### src/rtl/core/pic_pkg.sv
// Shared types and constants of the platform interrupt controller.
package pic_pkg;

   // Widths of the item fields and stored words.
   localparam int PRIO_W     = 3;
   localparam int WORD_W     = 32;
   localparam int MASK_W     = 64;
   localparam int ID_W       = 6;
   localparam int FUNC_W     = 2;
   localparam int SEL_W      = 3;
   localparam int REQ_DATA_W = 40;
   localparam int REQ_USER_W = FUNC_W + SEL_W;
   localparam int RSP_DATA_W = WORD_W;
   localparam int RSP_USER_W = 3;

   // Priority of a source that has never been written.
   localparam logic [PRIO_W-1:0] PRIO_RESET = 3'd1;

   // Function codes.
   localparam logic [FUNC_W-1:0] FUNC_EDGE  = 2'd0;
   localparam logic [FUNC_W-1:0] FUNC_READ  = 2'd1;
   localparam logic [FUNC_W-1:0] FUNC_WRITE = 2'd2;

   // Register selects.
   localparam logic [SEL_W-1:0] SEL_PRIO     = 3'd0;
   localparam logic [SEL_W-1:0] SEL_PEND_LO  = 3'd1;
   localparam logic [SEL_W-1:0] SEL_PEND_HI  = 3'd2;
   localparam logic [SEL_W-1:0] SEL_EN_LO    = 3'd3;
   localparam logic [SEL_W-1:0] SEL_EN_HI    = 3'd4;
   localparam logic [SEL_W-1:0] SEL_CLAIM    = 3'd5;
   localparam logic [SEL_W-1:0] SEL_THRESH   = 3'd6;

   // Control of the shared compare unit.
   typedef struct packed {
      logic start;   // clear the running best before a scan
      logic valid;   // an entry is presented this cycle
   } scan_ctl_type;

endpackage

### src/rtl/core/pic_ram.sv
// Generic single-port-write, single-port-read RAM with registered read data.
module pic_ram #(
   parameter int WIDTH = 8,
   parameter int DEPTH = 16
) (
   input  logic                     clock,
   input  logic                     wr_en,
   input  logic [$clog2(DEPTH)-1:0] wr_addr,
   input  logic [WIDTH-1:0]         wr_data,
   input  logic [$clog2(DEPTH)-1:0] rd_addr,
   output logic [WIDTH-1:0]         rd_data
);

   logic [WIDTH-1:0] mem_ff [DEPTH];
   logic [WIDTH-1:0] rd_data_ff;

   // Write port and registered read port.
   always_ff @(posedge clock) begin
      if (wr_en) begin
         mem_ff[wr_addr] <= wr_data;
      end
      rd_data_ff <= mem_ff[rd_addr];
   end

   assign rd_data = rd_data_ff;

endmodule

### src/rtl/core/pic_scan.sv
// Shared compare unit: keeps the best live source and counts sources above threshold.
module pic_scan #(
   parameter int ID_BITS = 6
) (
   input  logic                          clock,
   input  logic                          reset,
   input  pic_pkg::scan_ctl_type         ctl,
   input  logic [ID_BITS-1:0]            idx,
   input  logic [pic_pkg::PRIO_W-1:0]    prio,
   input  logic                          live,
   input  logic [pic_pkg::WORD_W-1:0]    threshold,
   output logic [ID_BITS-1:0]            best_id,
   output logic [pic_pkg::PRIO_W-1:0]    best_prio,
   output logic [1:0]                    above_cnt
);

   logic [ID_BITS-1:0]         best_id_ff;
   logic [pic_pkg::PRIO_W-1:0] best_prio_ff;
   logic [1:0]                 above_ff;
   logic                       take_best;
   logic                       is_above;

   // A strictly higher priority wins, so ties keep the lower id seen first.
   assign take_best = ctl.valid && live && (prio > best_prio_ff);
   assign is_above  = ctl.valid && live &&
                      ({{(pic_pkg::WORD_W-pic_pkg::PRIO_W){1'b0}}, prio} > threshold);

   // Running best and a saturating count of sources above the threshold.
   always_ff @(posedge clock) begin
      if (reset || ctl.start) begin
         best_id_ff   <= '0;
         best_prio_ff <= '0;
         above_ff     <= '0;
      end else begin
         if (take_best) begin
            best_id_ff   <= idx;
            best_prio_ff <= prio;
         end
         if (is_above && above_ff != 2'd2) begin
            above_ff <= above_ff + 2'd1;
         end
      end
   end

   assign best_id   = best_id_ff;
   assign best_prio = best_prio_ff;
   assign above_cnt = above_ff;

endmodule

### src/rtl/core/platform_interrupt_controller.sv
// Top level of the single-target platform interrupt controller.
//
// Usage: each item on the req_ channel is a source edge, a register read or a
// register write; each item yields exactly one rsp_ item carrying read data and
// the interrupt line flags. Priorities live in a small RAM; the masks, the
// threshold and the line flag are flip-flops.
// Every item runs one scan over sources 1 to SOURCES-1 through a shared compare
// unit, one RAM read per cycle, which finds the claim winner and whether any
// source qualifies to raise the line. The RAM read port sets the pace.
// Flow: an item passes through the operation state, the scan states and a final
// compare state to the done state, where its result is loaded; the next item is
// taken in the cycle after the result is loaded, so items do not overlap.
// req_tready is high only while the block is idle. If the receiver stalls, the
// finished result waits in the output register and the next result is held
// back until that one is taken; the following item is still accepted.
// Reset clears masks, threshold and line; every priority reads as one until it
// is written, tracked by a valid bit per source, so no clearing pass is needed.
module platform_interrupt_controller #(
   parameter int SOURCES = 64
) (
   input  logic                               clock,
   input  logic                               reset,
   // Request items.
   input  logic                               req_tvalid,
   output logic                               req_tready,
   // req_tdata: source_id [5:0], write_data [37:6], zero pad [39:38]
   input  logic [pic_pkg::REQ_DATA_W-1:0]     req_tdata,
   // req_tuser: func [1:0], reg_sel [4:2]
   input  logic [pic_pkg::REQ_USER_W-1:0]     req_tuser,
   // Response items.
   output logic                               rsp_tvalid,
   input  logic                               rsp_tready,
   // rsp_tdata: read_data [31:0]
   output logic [pic_pkg::RSP_DATA_W-1:0]     rsp_tdata,
   // rsp_tuser: line_level [0], line_raised [1], access_error [2]
   output logic [pic_pkg::RSP_USER_W-1:0]     rsp_tuser
);

   localparam int IdW = $clog2(SOURCES);
   localparam logic [IdW-1:0] LastId = IdW'(SOURCES - 1);
   localparam logic [pic_pkg::ID_W:0] SrcCount = (pic_pkg::ID_W + 1)'(SOURCES);

   typedef enum logic [2:0] {
      S_IDLE,
      S_OP,
      S_SCAN,
      S_LAST,
      S_DONE
   } state_type;

   state_type                      state_ff;
   logic [pic_pkg::FUNC_W-1:0]     func_ff;
   logic [pic_pkg::SEL_W-1:0]      sel_ff;
   logic [pic_pkg::ID_W-1:0]       id_ff;
   logic [pic_pkg::WORD_W-1:0]     wdata_ff;
   logic [pic_pkg::MASK_W-1:0]     pending_ff;
   logic [pic_pkg::MASK_W-1:0]     enable_ff;
   logic [pic_pkg::WORD_W-1:0]     thresh_ff;
   logic                           line_ff;
   logic [SOURCES-1:0]             prio_valid_ff;
   logic [IdW-1:0]                 scan_cnt_ff;
   logic                           cmp_valid_ff;
   logic [IdW-1:0]                 cmp_idx_ff;
   logic                           prd_ff;
   logic                           valid_q_ff;
   logic [pic_pkg::WORD_W-1:0]     rd_ff;
   logic                           err_ff;
   logic                           rsp_valid_ff;
   logic [pic_pkg::WORD_W-1:0]     rsp_data_ff;
   logic [pic_pkg::RSP_USER_W-1:0] rsp_user_ff;

   logic                           accept;
   logic                           fire;
   logic                           id_ok;
   logic                           is_claim;
   logic                           prio_wr;
   logic [IdW-1:0]                 ram_rd_addr;
   logic [pic_pkg::PRIO_W-1:0]     ram_q;
   logic [pic_pkg::PRIO_W-1:0]     prio_eff;
   logic [pic_pkg::MASK_W-1:0]     pend_en;
   logic [SOURCES-1:0]             live_src;
   pic_pkg::scan_ctl_type          scan_ctl;
   logic [IdW-1:0]                 best_id;
   logic [pic_pkg::PRIO_W-1:0]     best_prio;
   logic [1:0]                     above_cnt;
   logic                           best_above;
   logic                           claim_hit;
   logic                           raise;

   // Handshake and decode of the held item.
   assign accept   = req_tvalid && req_tready;
   assign fire     = (state_ff == S_DONE) && (!rsp_valid_ff || rsp_tready);
   assign id_ok    = {1'b0, id_ff} < SrcCount;
   assign is_claim = (func_ff == pic_pkg::FUNC_READ) && (sel_ff == pic_pkg::SEL_CLAIM);
   assign prio_wr  = (state_ff == S_OP) && (func_ff == pic_pkg::FUNC_WRITE) &&
                     (sel_ff == pic_pkg::SEL_PRIO) && id_ok;

   // Priority RAM: item address in the operation cycle, scan counter otherwise.
   assign ram_rd_addr = (state_ff == S_OP) ? id_ff[IdW-1:0] : scan_cnt_ff;

   pic_ram #(
      .WIDTH(pic_pkg::PRIO_W),
      .DEPTH(SOURCES)
   ) u_prio_ram (
      .clock  (clock),
      .wr_en  (prio_wr),
      .wr_addr(id_ff[IdW-1:0]),
      .wr_data(wdata_ff[pic_pkg::PRIO_W-1:0]),
      .rd_addr(ram_rd_addr),
      .rd_data(ram_q)
   );

   // An entry never written reads as the reset priority.
   assign prio_eff = valid_q_ff ? ram_q : pic_pkg::PRIO_RESET;
   assign pend_en  = pending_ff & enable_ff;
   assign live_src = pend_en[SOURCES-1:0];

   // Shared compare unit.
   assign scan_ctl.start = (state_ff == S_OP);
   assign scan_ctl.valid = cmp_valid_ff;

   pic_scan #(
      .ID_BITS(IdW)
   ) u_scan (
      .clock    (clock),
      .reset    (reset),
      .ctl      (scan_ctl),
      .idx      (cmp_idx_ff),
      .prio     (prio_eff),
      .live     (live_src[cmp_idx_ff]),
      .threshold(thresh_ff),
      .best_id  (best_id),
      .best_prio(best_prio),
      .above_cnt(above_cnt)
   );

   // Line evaluation after a claim leaves out the claimed source.
   assign best_above = {{(pic_pkg::WORD_W-pic_pkg::PRIO_W){1'b0}}, best_prio} > thresh_ff;
   assign claim_hit  = is_claim && (best_id != '0) && best_above;
   assign raise      = !line_ff && ((above_cnt > 2'd1) || ((above_cnt == 2'd1) && !claim_hit));

   // Sequencer and registered outputs.
   always_ff @(posedge clock) begin
      if (reset) begin
         state_ff      <= S_IDLE;
         func_ff       <= '0;
         sel_ff        <= '0;
         id_ff         <= '0;
         wdata_ff      <= '0;
         pending_ff    <= '0;
         enable_ff     <= '0;
         thresh_ff     <= '0;
         line_ff       <= 1'b0;
         prio_valid_ff <= '0;
         scan_cnt_ff   <= '0;
         cmp_valid_ff  <= 1'b0;
         cmp_idx_ff    <= '0;
         prd_ff        <= 1'b0;
         valid_q_ff    <= 1'b0;
         rd_ff         <= '0;
         err_ff        <= 1'b0;
         rsp_valid_ff  <= 1'b0;
         rsp_data_ff   <= '0;
         rsp_user_ff   <= '0;
      end else begin
         valid_q_ff <= prio_valid_ff[ram_rd_addr];
         if (rsp_valid_ff && rsp_tready && !fire) begin
            rsp_valid_ff <= 1'b0;
         end
         // A priority read returns its data in the first scan cycle.
         if (prd_ff) begin
            rd_ff <= {{(pic_pkg::WORD_W-pic_pkg::PRIO_W){1'b0}}, prio_eff};
         end
         unique case (state_ff)
            S_IDLE: begin
               if (accept) begin
                  func_ff  <= req_tuser[pic_pkg::FUNC_W-1:0];
                  sel_ff   <= req_tuser[pic_pkg::REQ_USER_W-1:pic_pkg::FUNC_W];
                  id_ff    <= req_tdata[pic_pkg::ID_W-1:0];
                  wdata_ff <= req_tdata[pic_pkg::ID_W+pic_pkg::WORD_W-1:pic_pkg::ID_W];
                  rd_ff    <= '0;
                  err_ff   <= 1'b0;
                  state_ff <= S_OP;
               end
            end
            S_OP: begin
               // Apply the item to the stored state.
               cmp_valid_ff <= 1'b0;
               scan_cnt_ff  <= IdW'(1);
               state_ff     <= S_SCAN;
               case (func_ff)
                  pic_pkg::FUNC_EDGE: begin
                     if (id_ff == '0 || !id_ok) begin
                        err_ff <= 1'b1;
                     end else begin
                        pending_ff[id_ff] <= 1'b1;
                     end
                  end
                  pic_pkg::FUNC_READ: begin
                     case (sel_ff)
                        pic_pkg::SEL_PRIO: begin
                           if (id_ok) begin
                              prd_ff <= 1'b1;
                           end else begin
                              err_ff <= 1'b1;
                           end
                        end
                        pic_pkg::SEL_PEND_LO: rd_ff <= pending_ff[pic_pkg::WORD_W-1:0];
                        pic_pkg::SEL_PEND_HI: rd_ff <= pending_ff[pic_pkg::MASK_W-1:pic_pkg::WORD_W];
                        pic_pkg::SEL_EN_LO:   rd_ff <= enable_ff[pic_pkg::WORD_W-1:0];
                        pic_pkg::SEL_EN_HI:   rd_ff <= enable_ff[pic_pkg::MASK_W-1:pic_pkg::WORD_W];
                        pic_pkg::SEL_THRESH:  rd_ff <= thresh_ff;
                        default: ;
                     endcase
                  end
                  pic_pkg::FUNC_WRITE: begin
                     case (sel_ff)
                        pic_pkg::SEL_PRIO: begin
                           if (id_ok) begin
                              prio_valid_ff[id_ff[IdW-1:0]] <= 1'b1;
                           end else begin
                              err_ff <= 1'b1;
                           end
                        end
                        pic_pkg::SEL_PEND_LO, pic_pkg::SEL_PEND_HI: err_ff <= 1'b1;
                        pic_pkg::SEL_EN_LO: enable_ff[pic_pkg::WORD_W-1:0] <= wdata_ff;
                        pic_pkg::SEL_EN_HI:
                           enable_ff[pic_pkg::MASK_W-1:pic_pkg::WORD_W] <= wdata_ff;
                        pic_pkg::SEL_CLAIM:  line_ff   <= 1'b0;
                        pic_pkg::SEL_THRESH: thresh_ff <= wdata_ff;
                        default: ;
                     endcase
                  end
                  default: ;
               endcase
            end
            S_SCAN: begin
               // One source per cycle; its priority arrives next cycle.
               prd_ff       <= 1'b0;
               cmp_valid_ff <= 1'b1;
               cmp_idx_ff   <= scan_cnt_ff;
               if (scan_cnt_ff == LastId) begin
                  state_ff <= S_LAST;
               end else begin
                  scan_cnt_ff <= scan_cnt_ff + IdW'(1);
               end
            end
            S_LAST: begin
               cmp_valid_ff <= 1'b0;
               state_ff     <= S_DONE;
            end
            S_DONE: begin
               if (fire) begin
                  if (is_claim) begin
                     pending_ff <= pending_ff & ~(pic_pkg::MASK_W'(1) << best_id);
                  end
                  if (raise) begin
                     line_ff <= 1'b1;
                  end
                  rsp_valid_ff <= 1'b1;
                  rsp_data_ff  <= is_claim ? {{(pic_pkg::WORD_W-IdW){1'b0}}, best_id} : rd_ff;
                  rsp_user_ff  <= {err_ff, raise, line_ff || raise};
                  state_ff     <= S_IDLE;
               end
            end
            default: state_ff <= S_IDLE;
         endcase
      end
   end

   assign req_tready = (state_ff == S_IDLE);
   assign rsp_tvalid = rsp_valid_ff;
   assign rsp_tdata  = rsp_data_ff;
   assign rsp_tuser  = rsp_user_ff;

   // A claimed source must have been pending and enabled.
   a_claim_live: assert property (@(posedge clock) disable iff (reset)
      (fire && is_claim && best_id != '0) |-> live_src[best_id])
      else $error("claimed source is not pending and enabled");

   // The scan never visits source zero.
   a_scan_nonzero: assert property (@(posedge clock) disable iff (reset)
      (state_ff == S_SCAN) |-> (scan_cnt_ff != '0))
      else $error("scan counter reached source zero");

   // An accepted item always starts with its operation cycle.
   a_accept_op: assert property (@(posedge clock) disable iff (reset)
      accept |=> (state_ff == S_OP))
      else $error("accepted item did not enter the operation cycle");

   // A raise leaves the line high.
   a_raise_line: assert property (@(posedge clock) disable iff (reset)
      (fire && raise) |=> line_ff)
      else $error("line not high after a raise");

   // The compare stage runs only while a scan is in flight.
   a_cmp_window: assert property (@(posedge clock) disable iff (reset)
      cmp_valid_ff |-> (state_ff == S_SCAN || state_ff == S_LAST))
      else $error("compare active outside a scan");

endmodule
### config.mk
export PLATFORM = sky130hd
export DESIGN_NAME = platform_interrupt_controller
export DESIGN_NICKNAME = d
export VERILOG_FILES = /design/src/rtl/core/pic_pkg.sv /design/src/rtl/core/pic_ram.sv /design/src/rtl/core/pic_scan.sv /design/src/rtl/core/platform_interrupt_controller.sv
export SDC_FILE = /design/constraint.sdc
export NUM_CORES = 1
export LEC_CHECK = 0
export BUFFER_PORTS_ARGS = -buffer_cell sky130_fd_sc_hd__buf_4
export CAP_MARGIN = 20
export CORE_UTILIZATION = 30
export CTS_CLUSTER_DIAMETER = 60
export DETAILED_ROUTE_END_ITERATION = 8
export PLACE_DENSITY = 0.45
export SYNTH_ARGS = -nofsm -noshare
export SYNTH_HDL_FRONTEND = slang
export SYNTH_HIERARCHICAL = 1
export SYNTH_SLANG_ARGS = --single-unit
### constraint.sdc
create_clock -name clock -period 3.4 [get_ports clock]
set_clock_uncertainty 0.05 [all_clocks]
set_input_delay 0.17 -clock clock [delete_from_list [all_inputs] [get_ports clock]]
set_output_delay 0.17 -clock clock [all_outputs]
set_load 0.05 [all_outputs]
==> summary.txt <==
Global routing
  • Gr ovfl total: 0
  • Vias in the first global route: around 19000
  • First-pass GRT wire length: 120600 um
  • Largest net degree at the start of global routing: 96
  • Initial antenna violation count: 0
  • GRT Overall Usage: 0.1935

Yosys
  • Cells after synthesis: 2522
  • Mapped Area: around 0.024 sq mm
  • Net Count, Synth: between 2000 and 3000
  • Sequential share of the synthesized area: 0.5426
  • Synth top area cells: dfxtp_1 (30%), edfxtp_1 (24%), nand2_1 (7.4%), a21oi_1 (6.6%), mux4_2 (5.2%)
  • Synth async-reset ratio: 0
  • Commonest register cell after synthesis: dfxtp_1
  • Cell taking the most area after synthesis: dfxtp_1
  • Post-synth EDFFs: 192
  • Synth cell types: 75
  • Synth Warn #: 6
  • Synth Register Bits: 561
  • Share of the synthesized area in the top cell type: 0.3047
  • Syn Area/Cell: 9.612 sq um

Timing
  • Fin. Hold Viols: 0
  • Unrepaired setup endpoints after global routing: no
  • Setup_tns: 0 ns
  • Max Fclk: 318.2 MHz
  • Smallest hold slack: 0.3037 ns
  • Min Tclk post-route: around 3.1 ns
  • Fin. max-slew vios: 0
  • Slew margin rel.: 0.3011
  • Worst-Margin Slew: 1.045 ns
  • Final setup vio count: 0
  • Final worst path period share: 0.9242

Critical path
  • Crit path from: state_ff[2]
  • Setup slack, reg-to-reg: about 0.26 ns
  • Critical path endpoint: u_prio_ram/mem_ff[28][2]
  • Worst r2r src: state_ff[2]
  • Crit path DAT: approximately 3.4 ns
  • Reg2reg path depth: 7
  • Crit path kind: register to register
  • CP Launch Type: register
  • Worst Path Max Fanout: 14
  • FF-to-FF End: u_prio_ram/mem_ff[28][2]
  • Worst path required time: 3.65 ns
  • Crit path capture type: register

Power and ir drop
  • Sequential share of power: 0.463
  • P_sw: 3624 uW
  • Leak pwr: roughly 0.0094 uW
  • Combinational fraction of design power: 0.079
  • Worst VDD drop: 0.3583 mV
  • Power Density: 532.6 mW/mm^2
  • Int Power: 11710 uW
  • Clk network pwr share: 0.458
  • Switch share: 0.2363

Clock tree
  • Clk Latency, worst-skew pair: between 0.6 and 0.7 ns
  • CTS sink count: 561
  • Post-CTS Resized: 0
  • Worst-path clk slew: 0.06 ns
  • CTS root buf: clkbuf_16
  • Clock tree buffer depth: 3
  • CTS tree: done
  • CTS Buf Count: a little over 60
  • CTS H-tree lvls: 2

Layout
  • Filler cell count in the final layout: 7964
  • Inserted Diodes: 0
  • Final #Nets: 2674
  • Synth-to-layout area growth: 18.79%
  • Layout cell share with drive strength beyond 1: 0.1417
  • Register area: 0.01316 sq mm
  • Multi-input combinational cell area: 0.01022 sq mm
  • Final Cell Area: 0.02880 sq mm

Floorplan
  • Core area: between 0.07 and 0.08 sq mm
  • Top-level I/O count: 86
  • Die Width: approximately 290 um
  • Row cnt: 103
  • Die Y: about 290 um
  • Initial Utilization: 0.3049
  • Die area: 0.08194 sq mm

Hold path
  • Class of the worst hold path: input pin to register

Route
  • Drt first-iter violations: 1566
  • Residual DRC count: 0
  • Final wirelength: approximately 80000 um
  • Post-route ant nets: 0
  • Wirelength per Cell: 21.67 um
  • Vias/cell: 5.226
  • Pre-antenna DRT Iters: 7
  • Via count: 19393

Placement
  • Post-DP HPWL: between 50000 and 60000 um
  • Placed cell areas: between 0.02 and 0.03 sq mm
  • Port Buffers: 83
  • Placer Congestion: 0.9313

Run status
  • Status: finished, final reports clean

Job
  • Max-cap viol count: 0
worst min-delay path by stage:
stage | from | to | slack (ns) | cells past startpoint
final | req_tdata[11] | wdata_ff[5] | 0.30 | 4
after floorplan | req_tuser[0] | func_ff[0] | 0.26 | 2
after global routing | req_tdata[34] | wdata_ff[28] | 0.31 | 4
after global placement | req_tdata[6] | wdata_ff[0] | 0.37 | 3
after detailed placement | req_tdata[6] | wdata_ff[0] | 0.37 | 3
after CTS | req_tdata[34] | wdata_ff[28] | 0.29 | 4
cell usage in the layout, fill, tap and decap left out, types with 12 or more instances in the layout:
cell type      count
nor3_1            25
nor2b_1           27
o22ai_1           21
a21oi_1          319
nand3_1           54
dfxtp_1          363
nand2b_1          13
o21ai_0          102
edfxtp_1         192
a22oi_1           70
inv_1             20
mux4_2            56
a32oi_1           21
or2_2             15
mux2_2            16
nand2_1          478
a211oi_1          13
nor2_1           264
clkbuf_16         62
dlygate4sd3_1     57
buf_4            155
nor4_1            15
mux2i_1           74
clkbuf_1          12
power groups by stage:
stage	Clock, uW	Sequential [uW]	Combinational [uW]
2_1_floorplan	0	7220	743
3_3_place_gp	0	7250	1150
3_5_place_dp	0	7250	1160
4_1_cts	7190	7100	1220
5_1_grt	7470	7110	1310
6_report	7020	7100	1210
what timing repair did:
item,in CTS,in global routing
hold endpoints to repair,104,0
buffers inserted,0,0
hold buffers,57,0
stage by stage:
step,worst slack (ns),std cells,util,power [uW]
4_1_cts,0.2321,3711,0.3621,15520
2_1_floorplan,0.3986,2522,-,7968
6_report,0.2578,3711,0.3621,15340
3_3_place_gp,0.3239,3544,0.3281,8401
5_1_grt,0.1339,3711,0.3621,15890
3_5_place_dp,0.2372,3544,0.3281,8411
sequential cells by signal (all words and copies together), names as in the netlist, 32 cells and up:
signal and flops:
enable_ff 64, pending_ff 64, prio_valid_ff 64, rd_ff 32
rsp_tdata 32, thresh_ff 32, u_prio_ram/mem_ff 192, wdata_ff 32
metal layers:
| layer | track usage | vias to the layer above | routed length [um] |
|---|---|---|---|
| met1 | 0.2437 | 9526 | 33660 |
| li1 | - | 9173 | - |
| met5 | 0 | - | 0 |
| met2 | 0.3369 | 561 | 39860 |
| met3 | 0.02576 | 133 | 4096 |
| met4 | 0.07059 | 0 | 2805 |
cells in the mapped netlist, types with 16 or more instances:
| cell | n |
|---|---|
| nor2b_1 | 27 |
| o21ai_0 | 102 |
| dfxtp_1 | 369 |
| inv_1 | 20 |
| mux2i_1 | 74 |
| a32oi_1 | 21 |
| clkbuf_1 | 157 |
| mux4_2 | 56 |
| o22ai_1 | 21 |
| a21oi_1 | 319 |
| nand2_1 | 479 |
| a22oi_1 | 70 |
| mux2_2 | 16 |
| nand3_1 | 54 |
| nor2_1 | 265 |
| edfxtp_1 | 192 |
| nor3_1 | 26 |
kinds of logic after synthesis:
logic type / after synthesis / share of synthesized area
xor gates and xnor gates: 5 / 0.001807
DFF: 561 / 0.5426
and+or+nand+nor: 963 / 0.1703
adders and majority gates: 11 / 0.005678
AOI/OAI and AO/OA: 618 / 0.1506
buffers and inverters: 214 / 0.03639
muxes: 150 / 0.09265
worst max-delay path: stages, from the launching register on:
cell	delay, ns
dfxtp_1	0.31
or3b_1	0.67
nor2_1	0.22
and2_1	0.17
nand2_1	0.18
inv_2	0.26
nand3_1	0.48
nor2_1	0.45
cell type report:
class	count	area share
flip-flops and latches	561	0.4570
multi-input cells	1747	0.3550
inverters	24	0.003215
repair buffers	219	0.06492
clock buffers	85	0.06070
well taps	1050	0.04562
clock inverters	25	0.01351
Note: power is estimated with default switching activity, not from simulation.
